$ cat src/rtl/mgac_pkg.sv
package mgac_pkg;

	localparam int RegCount = 6;
	localparam int AddrWidth = 5;

	localparam logic [2:0] CMD_NOTE_ON  = 3'd0;
	localparam logic [2:0] CMD_NOTE_OFF = 3'd1;
	localparam logic [2:0] CMD_CLOCK    = 3'd2;
	localparam logic [2:0] CMD_START    = 3'd3;
	localparam logic [2:0] CMD_STOP     = 3'd4;

	localparam logic [1:0] ACT_NONE   = 2'd0;
	localparam logic [1:0] ACT_ADD    = 2'd1;
	localparam logic [1:0] ACT_REMOVE = 2'd2;

	localparam logic [1:0] RESTART_NONE    = 2'd0;
	localparam logic [1:0] RESTART_RELEASE = 2'd1;
	localparam logic [1:0] RESTART_START   = 2'd2;

	localparam logic [2:0] REG_ARP_ENABLE     = 3'd0;
	localparam logic [2:0] REG_RETRIG_ON_NEW  = 3'd1;
	localparam logic [2:0] REG_LFO_NOTE_SYNC  = 3'd2;
	localparam logic [2:0] REG_ARP_DIVIDER    = 3'd3;
	localparam logic [2:0] REG_LFO_DIVIDER    = 3'd4;
	localparam logic [2:0] REG_ARP_SHIFT      = 3'd5;

	typedef struct packed {
		logic [2:0] command;
		logic [6:0] note;
		logic [6:0] velocity;
	} mgac_event_t;

	typedef struct packed {
		logic        gate;
		logic        sync_led;
		logic        lfo_reset_pulse;
		logic        retrigger;
		logic [1:0]  note_action;
		logic [6:0]  note_number;
		logic [6:0]  note_velocity;
		logic        arp_update;
		logic        arp_step;
		logic [1:0]  arp_restart;
		logic        external_clock;
		logic [15:0] tick_position;
	} mgac_result_t;

	typedef struct packed {
		logic       arp_enable;
		logic       retrig_on_new;
		logic       lfo_note_sync;
		logic [7:0] arp_divider;
		logic [7:0] lfo_divider;
		logic [7:0] arp_shift;
	} mgac_cfg_t;

endpackage

$ cat src/rtl/mgac_cfg_regs.sv
module mgac_cfg_regs import mgac_pkg::*; (
	input  logic                 clk,
	input  logic                 arst_n,
	input  logic                 psel,
	input  logic                 penable,
	input  logic                 pwrite,
	input  logic [AddrWidth-1:0] paddr,
	input  logic [31:0]          pwdata,
	output logic [31:0]          prdata,
	output logic                 pready,
	output mgac_cfg_t            cfg
);

	logic       wr_en;
	logic [2:0] reg_sel;
	mgac_cfg_t  cfg_q;

	assign pready  = 1'b1;
	assign reg_sel = paddr[AddrWidth-1:2];
	assign wr_en   = psel && penable && pwrite && pready;
	assign cfg     = cfg_q;

	always_ff @(posedge clk or negedge arst_n) begin
		if (!arst_n) begin
			cfg_q.arp_enable    <= 1'b0;
			cfg_q.retrig_on_new <= 1'b1;
			cfg_q.lfo_note_sync <= 1'b0;
			cfg_q.arp_divider   <= 8'd6;
			cfg_q.lfo_divider   <= 8'd24;
			cfg_q.arp_shift     <= 8'd1;
		end else if (wr_en) begin
			unique case (reg_sel)
				REG_ARP_ENABLE:    cfg_q.arp_enable    <= pwdata[0];
				REG_RETRIG_ON_NEW: cfg_q.retrig_on_new <= pwdata[0];
				REG_LFO_NOTE_SYNC: cfg_q.lfo_note_sync <= pwdata[0];
				REG_ARP_DIVIDER:   cfg_q.arp_divider   <= pwdata[7:0];
				REG_LFO_DIVIDER:   cfg_q.lfo_divider   <= pwdata[7:0];
				REG_ARP_SHIFT:     cfg_q.arp_shift     <= pwdata[7:0];
				default: ;
			endcase
		end
	end

	always_comb begin
		prdata = 32'd0;
		unique case (reg_sel)
			REG_ARP_ENABLE:    prdata = {31'd0, cfg_q.arp_enable};
			REG_RETRIG_ON_NEW: prdata = {31'd0, cfg_q.retrig_on_new};
			REG_LFO_NOTE_SYNC: prdata = {31'd0, cfg_q.lfo_note_sync};
			REG_ARP_DIVIDER:   prdata = {24'd0, cfg_q.arp_divider};
			REG_LFO_DIVIDER:   prdata = {24'd0, cfg_q.lfo_divider};
			REG_ARP_SHIFT:     prdata = {24'd0, cfg_q.arp_shift};
			default:           prdata = 32'd0;
		endcase
	end

endmodule

$ cat src/rtl/mgac_core.sv
module mgac_core import mgac_pkg::*; (
	input  logic         clk,
	input  logic         arst_n,
	input  logic         commit,
	input  mgac_event_t  evt,
	input  mgac_cfg_t    cfg,
	output mgac_result_t result
);

	logic [7:0]  held_q, held_d, held_dec, held_inc;
	logic        gate_q, gate_d;
	logic        led_q, led_d;
	logic [7:0]  arp_cnt_q, arp_cnt_d, arp_mid;
	logic [7:0]  lfo_cnt_q, lfo_cnt_d, lfo_next;
	logic [15:0] total_q, total_d;
	logic        ext_q, ext_d;
	logic [7:0]  half;
	logic        force_low;

	assign held_dec = (held_q == 8'd0) ? 8'd0 : held_q - 8'd1;
	assign held_inc = (held_q == 8'hFF) ? 8'hFF : held_q + 8'd1;
	assign lfo_next = lfo_cnt_q + 8'd1;
	assign half     = cfg.arp_divider - {1'b0, cfg.arp_divider[7:1]};

	always_comb begin
		held_d    = held_q;
		gate_d    = gate_q;
		led_d     = led_q;
		arp_cnt_d = arp_cnt_q;
		arp_mid   = arp_cnt_q;
		lfo_cnt_d = lfo_cnt_q;
		total_d   = total_q;
		ext_d     = ext_q;
		force_low = 1'b0;
		result    = '0;

		unique case (evt.command)
			CMD_NOTE_ON: begin
				result.lfo_reset_pulse = cfg.lfo_note_sync;
				if (evt.velocity == 7'd0) begin
					result.note_action = ACT_REMOVE;
					held_d = held_dec;
					if (held_dec == 8'd0)
						gate_d = 1'b0;
				end else begin
					result.note_action   = ACT_ADD;
					result.note_velocity = evt.velocity;
					held_d = held_inc;
					if (cfg.arp_enable) begin
						result.arp_update = 1'b1;
					end else if (cfg.retrig_on_new && held_inc > 8'd1) begin
						force_low        = 1'b1;
						result.retrigger = 1'b1;
						gate_d           = 1'b1;
					end else begin
						gate_d = 1'b1;
					end
				end
			end
			CMD_NOTE_OFF: begin
				result.note_action = ACT_REMOVE;
				held_d = held_dec;
				if (cfg.arp_enable) begin
					if (held_dec == 8'd0)
						result.arp_restart = RESTART_RELEASE;
					result.arp_update = 1'b1;
				end else if (held_dec == 8'd0) begin
					gate_d = 1'b0;
				end
			end
			CMD_CLOCK: begin
				total_d = total_q + 16'd1;
				if (lfo_next == cfg.lfo_divider) begin
					result.lfo_reset_pulse = 1'b1;
					lfo_cnt_d = 8'd0;
				end else begin
					lfo_cnt_d = lfo_next;
				end
				if (cfg.arp_enable) begin
					if (arp_cnt_q == cfg.arp_divider) begin
						arp_mid = 8'd0;
						if (held_q != 8'd0) begin
							result.arp_step = 1'b1;
							gate_d = 1'b1;
							led_d  = 1'b1;
						end
					end
					if (arp_mid == half) begin
						gate_d = 1'b0;
						led_d  = 1'b0;
					end
					arp_cnt_d = arp_mid + 8'd1;
				end
			end
			CMD_START: begin
				lfo_cnt_d = 8'd0;
				arp_cnt_d = cfg.arp_divider - cfg.arp_shift;
				ext_d     = 1'b1;
				total_d   = 16'd0;
				result.arp_restart = RESTART_START;
			end
			CMD_STOP: ext_d = 1'b0;
			default: ;
		endcase

		result.gate           = gate_d && !force_low;
		result.sync_led       = led_d;
		result.note_number    = (result.note_action != ACT_NONE) ? evt.note : 7'd0;
		result.external_clock = ext_d;
		result.tick_position  = total_d;
	end

	always_ff @(posedge clk or negedge arst_n) begin
		if (!arst_n) begin
			held_q    <= 8'd0;
			gate_q    <= 1'b0;
			led_q     <= 1'b0;
			arp_cnt_q <= 8'd1;
			lfo_cnt_q <= 8'd0;
			total_q   <= 16'd0;
			ext_q     <= 1'b0;
		end else if (commit) begin
			held_q    <= held_d;
			gate_q    <= gate_d;
			led_q     <= led_d;
			arp_cnt_q <= arp_cnt_d;
			lfo_cnt_q <= lfo_cnt_d;
			total_q   <= total_d;
			ext_q     <= ext_d;
		end
	end

	// held count moves by at most one per event
	a_held_step: assert property (@(posedge clk) disable iff (!arst_n)
		commit |=> (held_q == $past(held_q) || held_q == $past(held_q) + 8'd1 ||
			held_q == $past(held_q) - 8'd1))
		else $error("held note count jumped");

	a_start_realign: assert property (@(posedge clk) disable iff (!arst_n)
		commit && evt.command == CMD_START |=> ext_q && total_q == 16'd0 && lfo_cnt_q == 8'd0)
		else $error("start did not realign counters");

	a_state_hold: assert property (@(posedge clk) disable iff (!arst_n)
		!commit |=> $stable(held_q) && $stable(total_q) && $stable(arp_cnt_q))
		else $error("state changed without an event");

endmodule

$ cat src/rtl/midi_gate_and_arp_clock.sv
// channel   direction  handshake                      payload
// event     in         event_valid / event_ready      event_beat  (mgac_event_t)
// result    out        result_valid / result_ready    result_beat (mgac_result_t)
// config    in         psel / penable / pready        paddr, pwdata, prdata
//
// one beat per cycle sustained while result_ready holds high; each event beat passes
// through the event register and the combinational update logic into the result register
// arst_n clears levels and counters, arp counter to 1; config registers return to defaults
// a stalled result holds the result register, the event register then fills and
// event_ready drops until the result beat is taken
module midi_gate_and_arp_clock import mgac_pkg::*; (
	input  logic                 clk,
	input  logic                 arst_n,
	input  logic                 event_valid,
	output logic                 event_ready,
	input  mgac_event_t          event_beat,
	output logic                 result_valid,
	input  logic                 result_ready,
	output mgac_result_t         result_beat,
	input  logic                 psel,
	input  logic                 penable,
	input  logic                 pwrite,
	input  logic [AddrWidth-1:0] paddr,
	input  logic [31:0]          pwdata,
	output logic [31:0]          prdata,
	output logic                 pready
);

	mgac_cfg_t    cfg;
	logic         evt_valid_s1;
	mgac_event_t  evt_s1;
	logic         res_valid_s2;
	mgac_result_t res_s2;
	mgac_result_t res_next;
	logic         advance;

	assign advance      = evt_valid_s1 && (!res_valid_s2 || result_ready);
	assign event_ready  = !evt_valid_s1 || advance;
	assign result_valid = res_valid_s2;
	assign result_beat  = res_s2;

	mgac_cfg_regs u_cfg (
		.clk     (clk),
		.arst_n  (arst_n),
		.psel    (psel),
		.penable (penable),
		.pwrite  (pwrite),
		.paddr   (paddr),
		.pwdata  (pwdata),
		.prdata  (prdata),
		.pready  (pready),
		.cfg     (cfg)
	);

	mgac_core u_core (
		.clk    (clk),
		.arst_n (arst_n),
		.commit (advance),
		.evt    (evt_s1),
		.cfg    (cfg),
		.result (res_next)
	);

	always_ff @(posedge clk or negedge arst_n) begin
		if (!arst_n) begin
			evt_valid_s1 <= 1'b0;
			res_valid_s2 <= 1'b0;
		end else begin
			if (event_ready)
				evt_valid_s1 <= event_valid;
			if (advance)
				res_valid_s2 <= 1'b1;
			else if (result_ready)
				res_valid_s2 <= 1'b0;
		end
	end

	always_ff @(posedge clk) begin
		if (event_ready && event_valid)
			evt_s1 <= event_beat;
		if (advance)
			res_s2 <= res_next;
	end

	a_retrig_drops_gate: assert property (@(posedge clk) disable iff (!arst_n)
		res_valid_s2 && res_s2.retrigger |-> !res_s2.gate && res_s2.note_action == ACT_ADD)
		else $error("retrigger without gate drop");

	a_step_gate_led: assert property (@(posedge clk) disable iff (!arst_n)
		res_valid_s2 && res_s2.arp_step |-> res_s2.gate == res_s2.sync_led)
		else $error("arp step gate and led disagree");

	a_velocity_only_add: assert property (@(posedge clk) disable iff (!arst_n)
		res_valid_s2 && res_s2.note_velocity != 7'd0 |-> res_s2.note_action == ACT_ADD)
		else $error("velocity forwarded without add");

	a_no_loss: assert property (@(posedge clk) disable iff (!arst_n)
		res_valid_s2 && !result_ready |=> res_valid_s2 && $stable(res_s2))
		else $error("unaccepted result lost");

endmodule
$ cat config.mk
export PLATFORM = sky130hd
export DESIGN_NAME = midi_gate_and_arp_clock
export DESIGN_NICKNAME = d
export VERILOG_FILES = /design/src/rtl/mgac_pkg.sv /design/src/rtl/mgac_cfg_regs.sv /design/src/rtl/mgac_core.sv /design/src/rtl/midi_gate_and_arp_clock.sv
export SDC_FILE = /design/constraint.sdc
export NUM_CORES = 1
export LEC_CHECK = 0
export BUFFER_PORTS_ARGS = -buffer_cell sky130_fd_sc_hd__buf_4
export CORE_MARGIN = 2
export CORE_UTILIZATION = 30
export DETAILED_ROUTE_END_ITERATION = 8
export PLACE_DENSITY = 0.58
export RECOVER_POWER = 25
export SETUP_SLACK_MARGIN = 0.05
export SYNTH_ARGS = -nofsm -noshare
export SYNTH_HDL_FRONTEND = slang
export SYNTH_SLANG_ARGS = --single-unit
$ cat constraint.sdc
create_clock -name clk -period 7.3 [get_ports clk]
set_clock_uncertainty 0.15 [all_clocks]
set_input_delay 0.365 -clock clk [delete_from_list [all_inputs] [get_ports clk]]
set_output_delay 0.365 -clock clk [all_outputs]
set_load 0.01 [all_outputs]
Word level (Yosys, flattened, before mapping)

Index checks and enable logic that the tools add are counted.
Widths: inputs -> output; s select.

Add/sub/neg operators: 7
$lt $le $gt $ge: 1
Equality and inequality tests: 14
Multiplexer cells: 45
Bitwise logic cells: 1
Reductions and logical operators: 32

Operator list:

| operator              | count |
|---|---|
| $mux 8                | 8 |
| $pmux 8 s2            | 3 |
| $pmux 8 s6            | 1 |
| $pmux 16 s2           | 1 |
| $add 8x1->8 const B   | 3 |
| $eq 8x8->1            | 3 |
| $mux 1                | 24 |
| $add 16x1->16 const B | 1 |
| $logic_not 8->1       | 2 |
| $reduce_and 2->1      | 8 |
| $eq 3x2->1 const B    | 4 |
| $eq 3x3->1 const B    | 3 |
| $eq 8x8->1 const B    | 1 |
| $gt 8x1->1 const B    | 1 |
| $pmux 2 s2            | 2 |
| $reduce_bool 2->1     | 4 |
| $reduce_bool 8->1     | 1 |
| $sub 8x1->8 const B   | 1 |
| $sub 8x7->8           | 1 |
| $sub 8x8->8           | 1 |
| $logic_not 7->1       | 1 |
| $eq 3x1->1 const B    | 2 |
| $logic_and 1x1->1     | 6 |
| $logic_not 3->1       | 2 |
| 9 further kinds       | 16 |

Register bits after elaboration: 130
Input bits: 61
Output and inout bits: 76

Depth between registers and ports, before layout

Gate-level depths: netlist of run 1.

Depth in word-level cells: 10
Depth in mapped cells: 12
Mapped depth without buffers: 11

Hierarchy

From an unflattened synthesis of run 1, not the netlist that was laid out.

Cell total of the unflattened synthesis: 721
Area, all modules: 7529.7 um^2

By module, submodules not included:

| module                  | instances | cells an instance | area an instance (um^2) |
|---|---|---|---|
| mgac_core               | 1         | 535               | 4205.3 |
| midi_gate_and_arp_clock | 1         | 66                | 1845.5 |
| mgac_cfg_regs           | 1         | 120               | 1478.9 |

Worst setup path after synthesis of run 1

No wires, ideal clock.

Kind: register -> register
Start: register u_cfg.cfg_q (netlist bit u_cfg.cfg[18])
End: register res_s2 (netlist bit result_beat[40]), data pin
Data arrival time: 2.770 ns
Required time: 6.896 ns
Slack: 4.125 ns
Cell stages (with the launch flop): 11
Clock period less this slack: 3.175 ns
Path through: dfstp_2 > inv_1 > ha_1 > nor2b_4 > o2111a_2 > or4b_4 > and3_1 > o32a_1 > nor4b_4 > o31a_1 > nor3_1

RTL lines:

| item                 | RTL line                      | source |
|---|---|---|
| from (decl)          | mgac_cfg_regs.sv:16           | `mgac_cfg_t cfg_q;` |
| to (signal assigned) | midi_gate_and_arp_clock.sv:82 | `res_s2 <= res_next;` |
| to (decl)            | midi_gate_and_arp_clock.sv:33 | `mgac_result_t res_s2;` |

==> results of run 1 <==
[logic make-up after synthesis]
kind of cell,after synthesis,synth area share (%)
AND/OR/NAND/NOR,279,19.1
AO/OA/AOI/OAI,175,15.2
flip-flops,130,48.1
buffers and inverters,92,6.07
XOR/XNOR,32,4.36
adder cells (fa/ha/maj),22,3.93
multiplexers,21,3.12
other,2,0.102
[report_power, final]
| group | internal, mW | switching, mW | leakage (nW) |
|---|---|---|---|
| logic | 0.350 | 0.405 | 1.88 |
| registers | 0.889 | 0.152 | 1.46 |
| clock network | 0.519 | 0.327 | 0.283 |
| total | 1.76 | 0.884 | 3.63 |
[state kept, by name (all words and copies together), names as in the netlist]
register / cells
evt_s1: 17
evt_valid_s1: 1
result_beat: 41
result_valid: 1
u_cfg.cfg: 27
u_core.arp_cnt_q: 8
u_core.ext_q: 1
u_core.gate_q: 1
u_core.held_q: 8
u_core.led_q: 1
u_core.lfo_cnt_q: 8
u_core.total_q: 16
[final cells by class]
class                           count  area, sq um
Clock buffer                       25          539
Clock inverter                      7         57.6
Fill cell                        2463        15400
Inverter                           31          116
Multi-Input combinational cell    554         3470
Sequential cell                   130         3550
Tap cell                          324          405
Timing Repair Buffer              107          686
[metrics by stage]
stage	setup slack, ps	power (mW)
3_3_place_gp	3660	1.80
2_1_floorplan	4130	1.60
5_1_grt	1980	2.80
6_report	2920	2.64
3_5_place_dp	3610	1.81
4_1_cts	3620	2.68
[worst paths after layout]
| kind | slack, ps | endpoint | from | depth (start not counted) |
|---|---|---|---|---|
| hold reg to reg | 350 | u_core.total_q[15] | u_core.total_q[15] | 1 |
| setup reg to reg | 3600 | result_beat[40] | u_cfg.cfg[16] | 11 |
| hold / removal | 30 | u_cfg.cfg[21] | pwdata[5] | 3 |
| min in group asynchronous | 1770 | u_cfg.cfg[5] | arst_n | 2 |
| max in group clk | 3600 | result_beat[40] | u_cfg.cfg[16] | 11 |
| setup / recovery | 2920 | u_core.led_q | arst_n | 2 |
[synthesized netlist by cell type, types with 3 or more instances]
| cell | number |
|---|---|
| xnor2_1 | 16 |
| dfstp_2 | 7 |
| ha_1 | 20 |
| a22o_1 | 13 |
| xnor3_1 | 3 |
| nand3_1 | 21 |
| o31ai_1 | 5 |
| a31oi_1 | 7 |
| inv_1 | 30 |
| o211ai_1 | 7 |
| and2_1 | 18 |
| or3_1 | 4 |
| o21ai_0 | 66 |
| a211oi_1 | 5 |
| a21oi_1 | 31 |
| nand2b_1 | 9 |
| clkbuf_1 | 30 |
| a21o_1 | 5 |
| edfxtp_1 | 58 |
| nor2_1 | 38 |
| nand4_1 | 8 |
| mux2_2 | 16 |
| dfrtp_1 | 65 |
| xor2_1 | 13 |
| buf_4 | 26 |
| mux2i_1 | 5 |
| nor4_1 | 7 |
| nor3_1 | 24 |
| a22oi_1 | 4 |
| nor2b_1 | 10 |
| or2_2 | 5 |
| o22ai_1 | 3 |
| o21a_1 | 5 |
| nand2_1 | 104 |
| and3_1 | 12 |
| nor3b_1 | 3 |
| buf_2 | 4 |
[worst min-delay path, stage by stage]
cell,delay [ps]
buf_4,90
nand2_1,40
o21ai_0,60
[metal layers]
metal  vias up  track usage (%)
li1       2836                -
met4         0             4.22
met5         -                0
met2       142             21.3
met3        16             2.94
met1      2754             19.9
==> results_dict.tcl, run 1 <==
set metrics [dict create \
    outcome "complete, but fails checks" \
    violations "capacitance limit, slew limit" \
    grt_pass1_vias 5416 \
    crit_chain "dlygate4sd3_1 -> clkbuf_1" \
    top_layer_used "met4" \
    wl_met3_microns 697 \
    diodes 0 \
    startpoint_type "input port" \
    synthArstFlopShare_pct 55.4 \
    syn_avg_cell_area_sq_um 9.81 \
    yosysTopAreaCell "edfxtp_1" \
    grt_max_degree 73 \
    min_path_type "in -> reg" \
    cts_tree "built" \
    die_h_microns 161 \
    clk_pin_slew_ps 60 \
    setup_viol_count_final 0 \
    place.gp.congestion 0.875 \
    wire_per_inst_microns 14.9 \
    vias_per_cell 4.88 \
    stdcell_area_sq_mm 0.00883 \
    post_cts_buffers 0 \
    grt_pass1_wl_microns 28900 \
    initialDrtViolationCount 471 \
    cp_slowest_cell "clkbuf_1" \
    synth.cell_area_sq_mm 0.00738 \
    worst_slew_pin_slew_ps 4090 \
    power_density_mw_per_mm2 299 \
    grt_usage_pct 13.9 \
    fin_nets 924 \
    ctsResizeCount 0 \
    start_util_pct 30.4 \
    required_ps 6710 \
    dpl.hpwl_microns 12500 \
    synth_edf_count 58 \
    ctsHoldBuffers 19 \
    crit_arrival_ps 3790 \
    layout_commonest_cell "nand2_1" \
    antenna_found_initial 0 \
    overflow 0 \
    yosys_most_used_dff "dfrtp_1" \
    synthTopCellsByArea "edfxtp_1, dfrtp_1, nand2_1, o21ai_0, ha_1" \
    finalCritPeriodShare_pct 60.0 \
    fin_tns_setup_ps 0 \
    irDropWorstVdd_uv 153 \
    final_core_util_pct 36.4 \
    insertion_delay_ps 420 \
    clockRootBuffer "clkbuf_16" \
    cts.sinks 130 \
    hold_violations 0 \
    cts_max_level 4 \
    netlist.area_leader.share_pct 23.6 \
    m1WireLength_microns 8560 \
    synthDistinctLibCells 74 \
    layout_common_cells "nand2_1, o21ai_0, dfrtp_1" \
    critPathKind "in -> async" \
    finalMaxSlewViolations 73 \
    critical_path_buf_inv_count 2 \
    die_area_sq_mm 0.0259 \
    dr.pass1.iters 4 \
    area_growth_pct 19.5 \
    cts-buffers-inserted 17 \
    end_kind "async pin" \
    dpl.cell_count 1127 \
    fmax_ghz 0.228 \
    vias 5748 \
    cts_buffer_depth 2 \
    leakagePower_nw 3.63 \
    wl_met2_microns 8040 \
    relSlewSlack_pct -173 \
    ant_nets 0 \
    ys_seq_area_share_pct 48.1 \
    critPathMaxStageDelay_ps 2850 \
    io-pin-count 137 \
    drv_cap 1 \
    crit_family "buffers and inverters" \
    synth_seq_cells 130 \
    routed_wl_microns 17600 \
    synthCells 753 \
    timing.hold.ws_ps 32.7 \
    cp_max_fo 72 \
    num_rows 57 \
    drive_above_1_share_pct 13.1 \
    coreArea_sq_mm 0.0242 \
    stdcell_count 1178 \
    place_area_sq_mm 0.00820 \
    yosys_warnings 0 \
    die_x_microns 161 \
    min_period_ps 4380 \
    port_buffers 85 \
    rsz0062_at_grt "no" \
    drcViolationCount 0 \
]
Power figures use the tool's default switching activity.
==> run 2: changes to the inputs <==
==> constraint.sdc (replaced) <==
create_clock -name clk -period 4.15 [get_ports clk]
set_clock_uncertainty 0.15 [all_clocks]
set_input_delay 0.2075 -clock clk [delete_from_list [all_inputs] [get_ports clk]]
set_output_delay 0.2075 -clock clk [all_outputs]
set_load 0.01 [all_outputs]
==> results_dict.tcl, run 2 (synthesized netlist as in run 1, its figures left out) <==
set metrics [dict create \
    port_buffers 85 \
    fin_nets 938 \
    ant_nets 0 \
    cts-buffers-inserted 17 \
    worst_slew_pin_slew_ps 1890 \
    die_x_microns 161 \
    num_rows 57 \
    antenna_found_initial 0 \
    cp_max_fo 6 \
    cts_tree "built" \
    insertion_delay_ps 420 \
    overflow 0 \
    required_ps 4150 \
    dr.pass1.iters 5 \
    cts_max_level 4 \
    startpoint_type "register" \
    coreArea_sq_mm 0.0242 \
    wire_per_inst_microns 14.9 \
    p_total_mw 4.71 \
    die_area_sq_mm 0.0259 \
    area_growth_pct 21.5 \
    setup_viol_count_final 0 \
    met1_usage_pct 19.0 \
    grt_max_degree 73 \
    outcome "complete, but fails checks" \
    cts.sinks 130 \
    irDropWorstVdd_uv 271 \
    drv_cap 1 \
    cts_buffer_depth 2 \
    leakagePower_nw 3.71 \
    vias 5784 \
    min_path_type "in -> reg" \
    clockRootBuffer "clkbuf_16" \
    power_density_mw_per_mm2 525 \
    largest_reg_flops 41 \
    drcViolationCount 0 \
    hold_violations 0 \
    place_area_sq_mm 0.00823 \
    relSlewSlack_pct -26.2 \
    routed_wl_microns 17800 \
    place.gp.congestion 0.874 \
    clk_pin_slew_ps 60 \
    grt_pass1_vias 5424 \
    vias_per_cell 4.85 \
    met3_usage_pct 2.63 \
    layout_commonest_cell "nand2_1" \
    fmax_ghz 0.285 \
    critPathMaxStageDelay_ps 590 \
    stdcell_area_sq_mm 0.00897 \
    end_kind "register" \
    dpl.hpwl_microns 12700 \
    cp_slowest_cell "dfstp_2" \
    violations "capacitance limit, slew limit" \
    finalMaxSlewViolations 73 \
    finalCritPeriodShare_pct 84.5 \
    critPathKind "reg -> reg" \
    crit_chain "inv_1 -> fa_1 -> nor2b_1 -> o21ai_0 -> a311oi_1 -> o211ai_1 -> o32a_1 -> nor4b_4 -> nand2b_1 -> a22oi_1" \
    grt_pass1_wl_microns 28600 \
    fillerInstances 2465 \
    timing.hold.ws_ps 98.3 \
    die_h_microns 161 \
    dp_slack_ps 651 \
    rsz0062_at_grt "no" \
    grt_usage_pct 13.8 \
    min_period_ps 3510 \
    fin_tns_setup_ps 0 \
    initialDrtViolationCount 379 \
    drive_above_1_share_pct 13.5 \
    start_util_pct 30.4 \
    top_usage_layer "met2" \
    finalWorstSetupSlack_ps 642 \
    grtUsageMet2_pct 21.8 \
    io-pin-count 137 \
    layout_common_cells "nand2_1, o21ai_0, dfrtp_1" \
    diodes 0 \
    crit_arrival_ps 3500 \
]
## run 2: where the power goes
| part | internal [mW] | total (mW) | switching, mW |
|---|---|---|---|
| clock network | 0.967 | 1.54 | 0.576 |
| logic | 0.627 | 1.34 | 0.716 |
| registers | 1.56 | 1.83 | 0.262 |
## run 2: path summary, 6_finish.rpt
kind | startpoint | cells past startpoint | slack (ps) | to
max | u_cfg.cfg[17] | 10 | 640 | result_beat[39]
min | paddr[3] | 3 | 100 | u_cfg.cfg[26]
max reg2reg | u_cfg.cfg[17] | 10 | 640 | result_beat[39]
min reg2reg | evt_valid_s1 | 1 | 350 | result_valid
max in group asynchronous | arst_n | 2 | 2020 | u_core.total_q[13]
min in group asynchronous | arst_n | 2 | 700 | u_cfg.cfg[15]
## run 2: per-layer routing
layer | vias up | wire [microns]
met5 | - | 0
met4 | 0 | 264
met3 | 15 | 607
met2 | 118 | 8400
met1 | 2785 | 8520
li1 | 2866 | -
## run 2: what timing repair did
item                                    4_1_cts  5_1_grt
resized for setup                             0        0
hold buffers                                 29        0
endpoints found under the setup margin        0        0
buffers inserted                              0        0
hold endpoints to repair                    111        0
## run 2: critical path: cells and delay by family, from the launching register on
kind	cells	cell delay (ps)
fa+ha+maj	1	470
flops	1	590
compound gates	5	1170
simple gates	3	730
buf+inv	1	130
## run 2: stage by stage
step / utilization [%] / std cells
final: 37.0 / 1192
after global placement: 34.0 / 1131
after global routing: 37.0 / 1192
after CTS: 37.6 / 1192
after detailed placement: 34.0 / 1131
after floorplan: - / 776
## run 2: area by class of cell
| cell class | instances | area (sq um) | share of cell area [%] |
|---|---|---|---|
| clock buffer | 21 | 450 | 5.02 |
| timing repair buffer | 121 | 825 | 9.19 |
| clock inverter | 11 | 150 | 1.67 |
| multi-input combinational | 554 | 3470 | 38.7 |
| inverter | 31 | 116 | 1.30 |
| tap | 324 | 405 | 4.52 |
| sequential | 130 | 3550 | 39.6 |
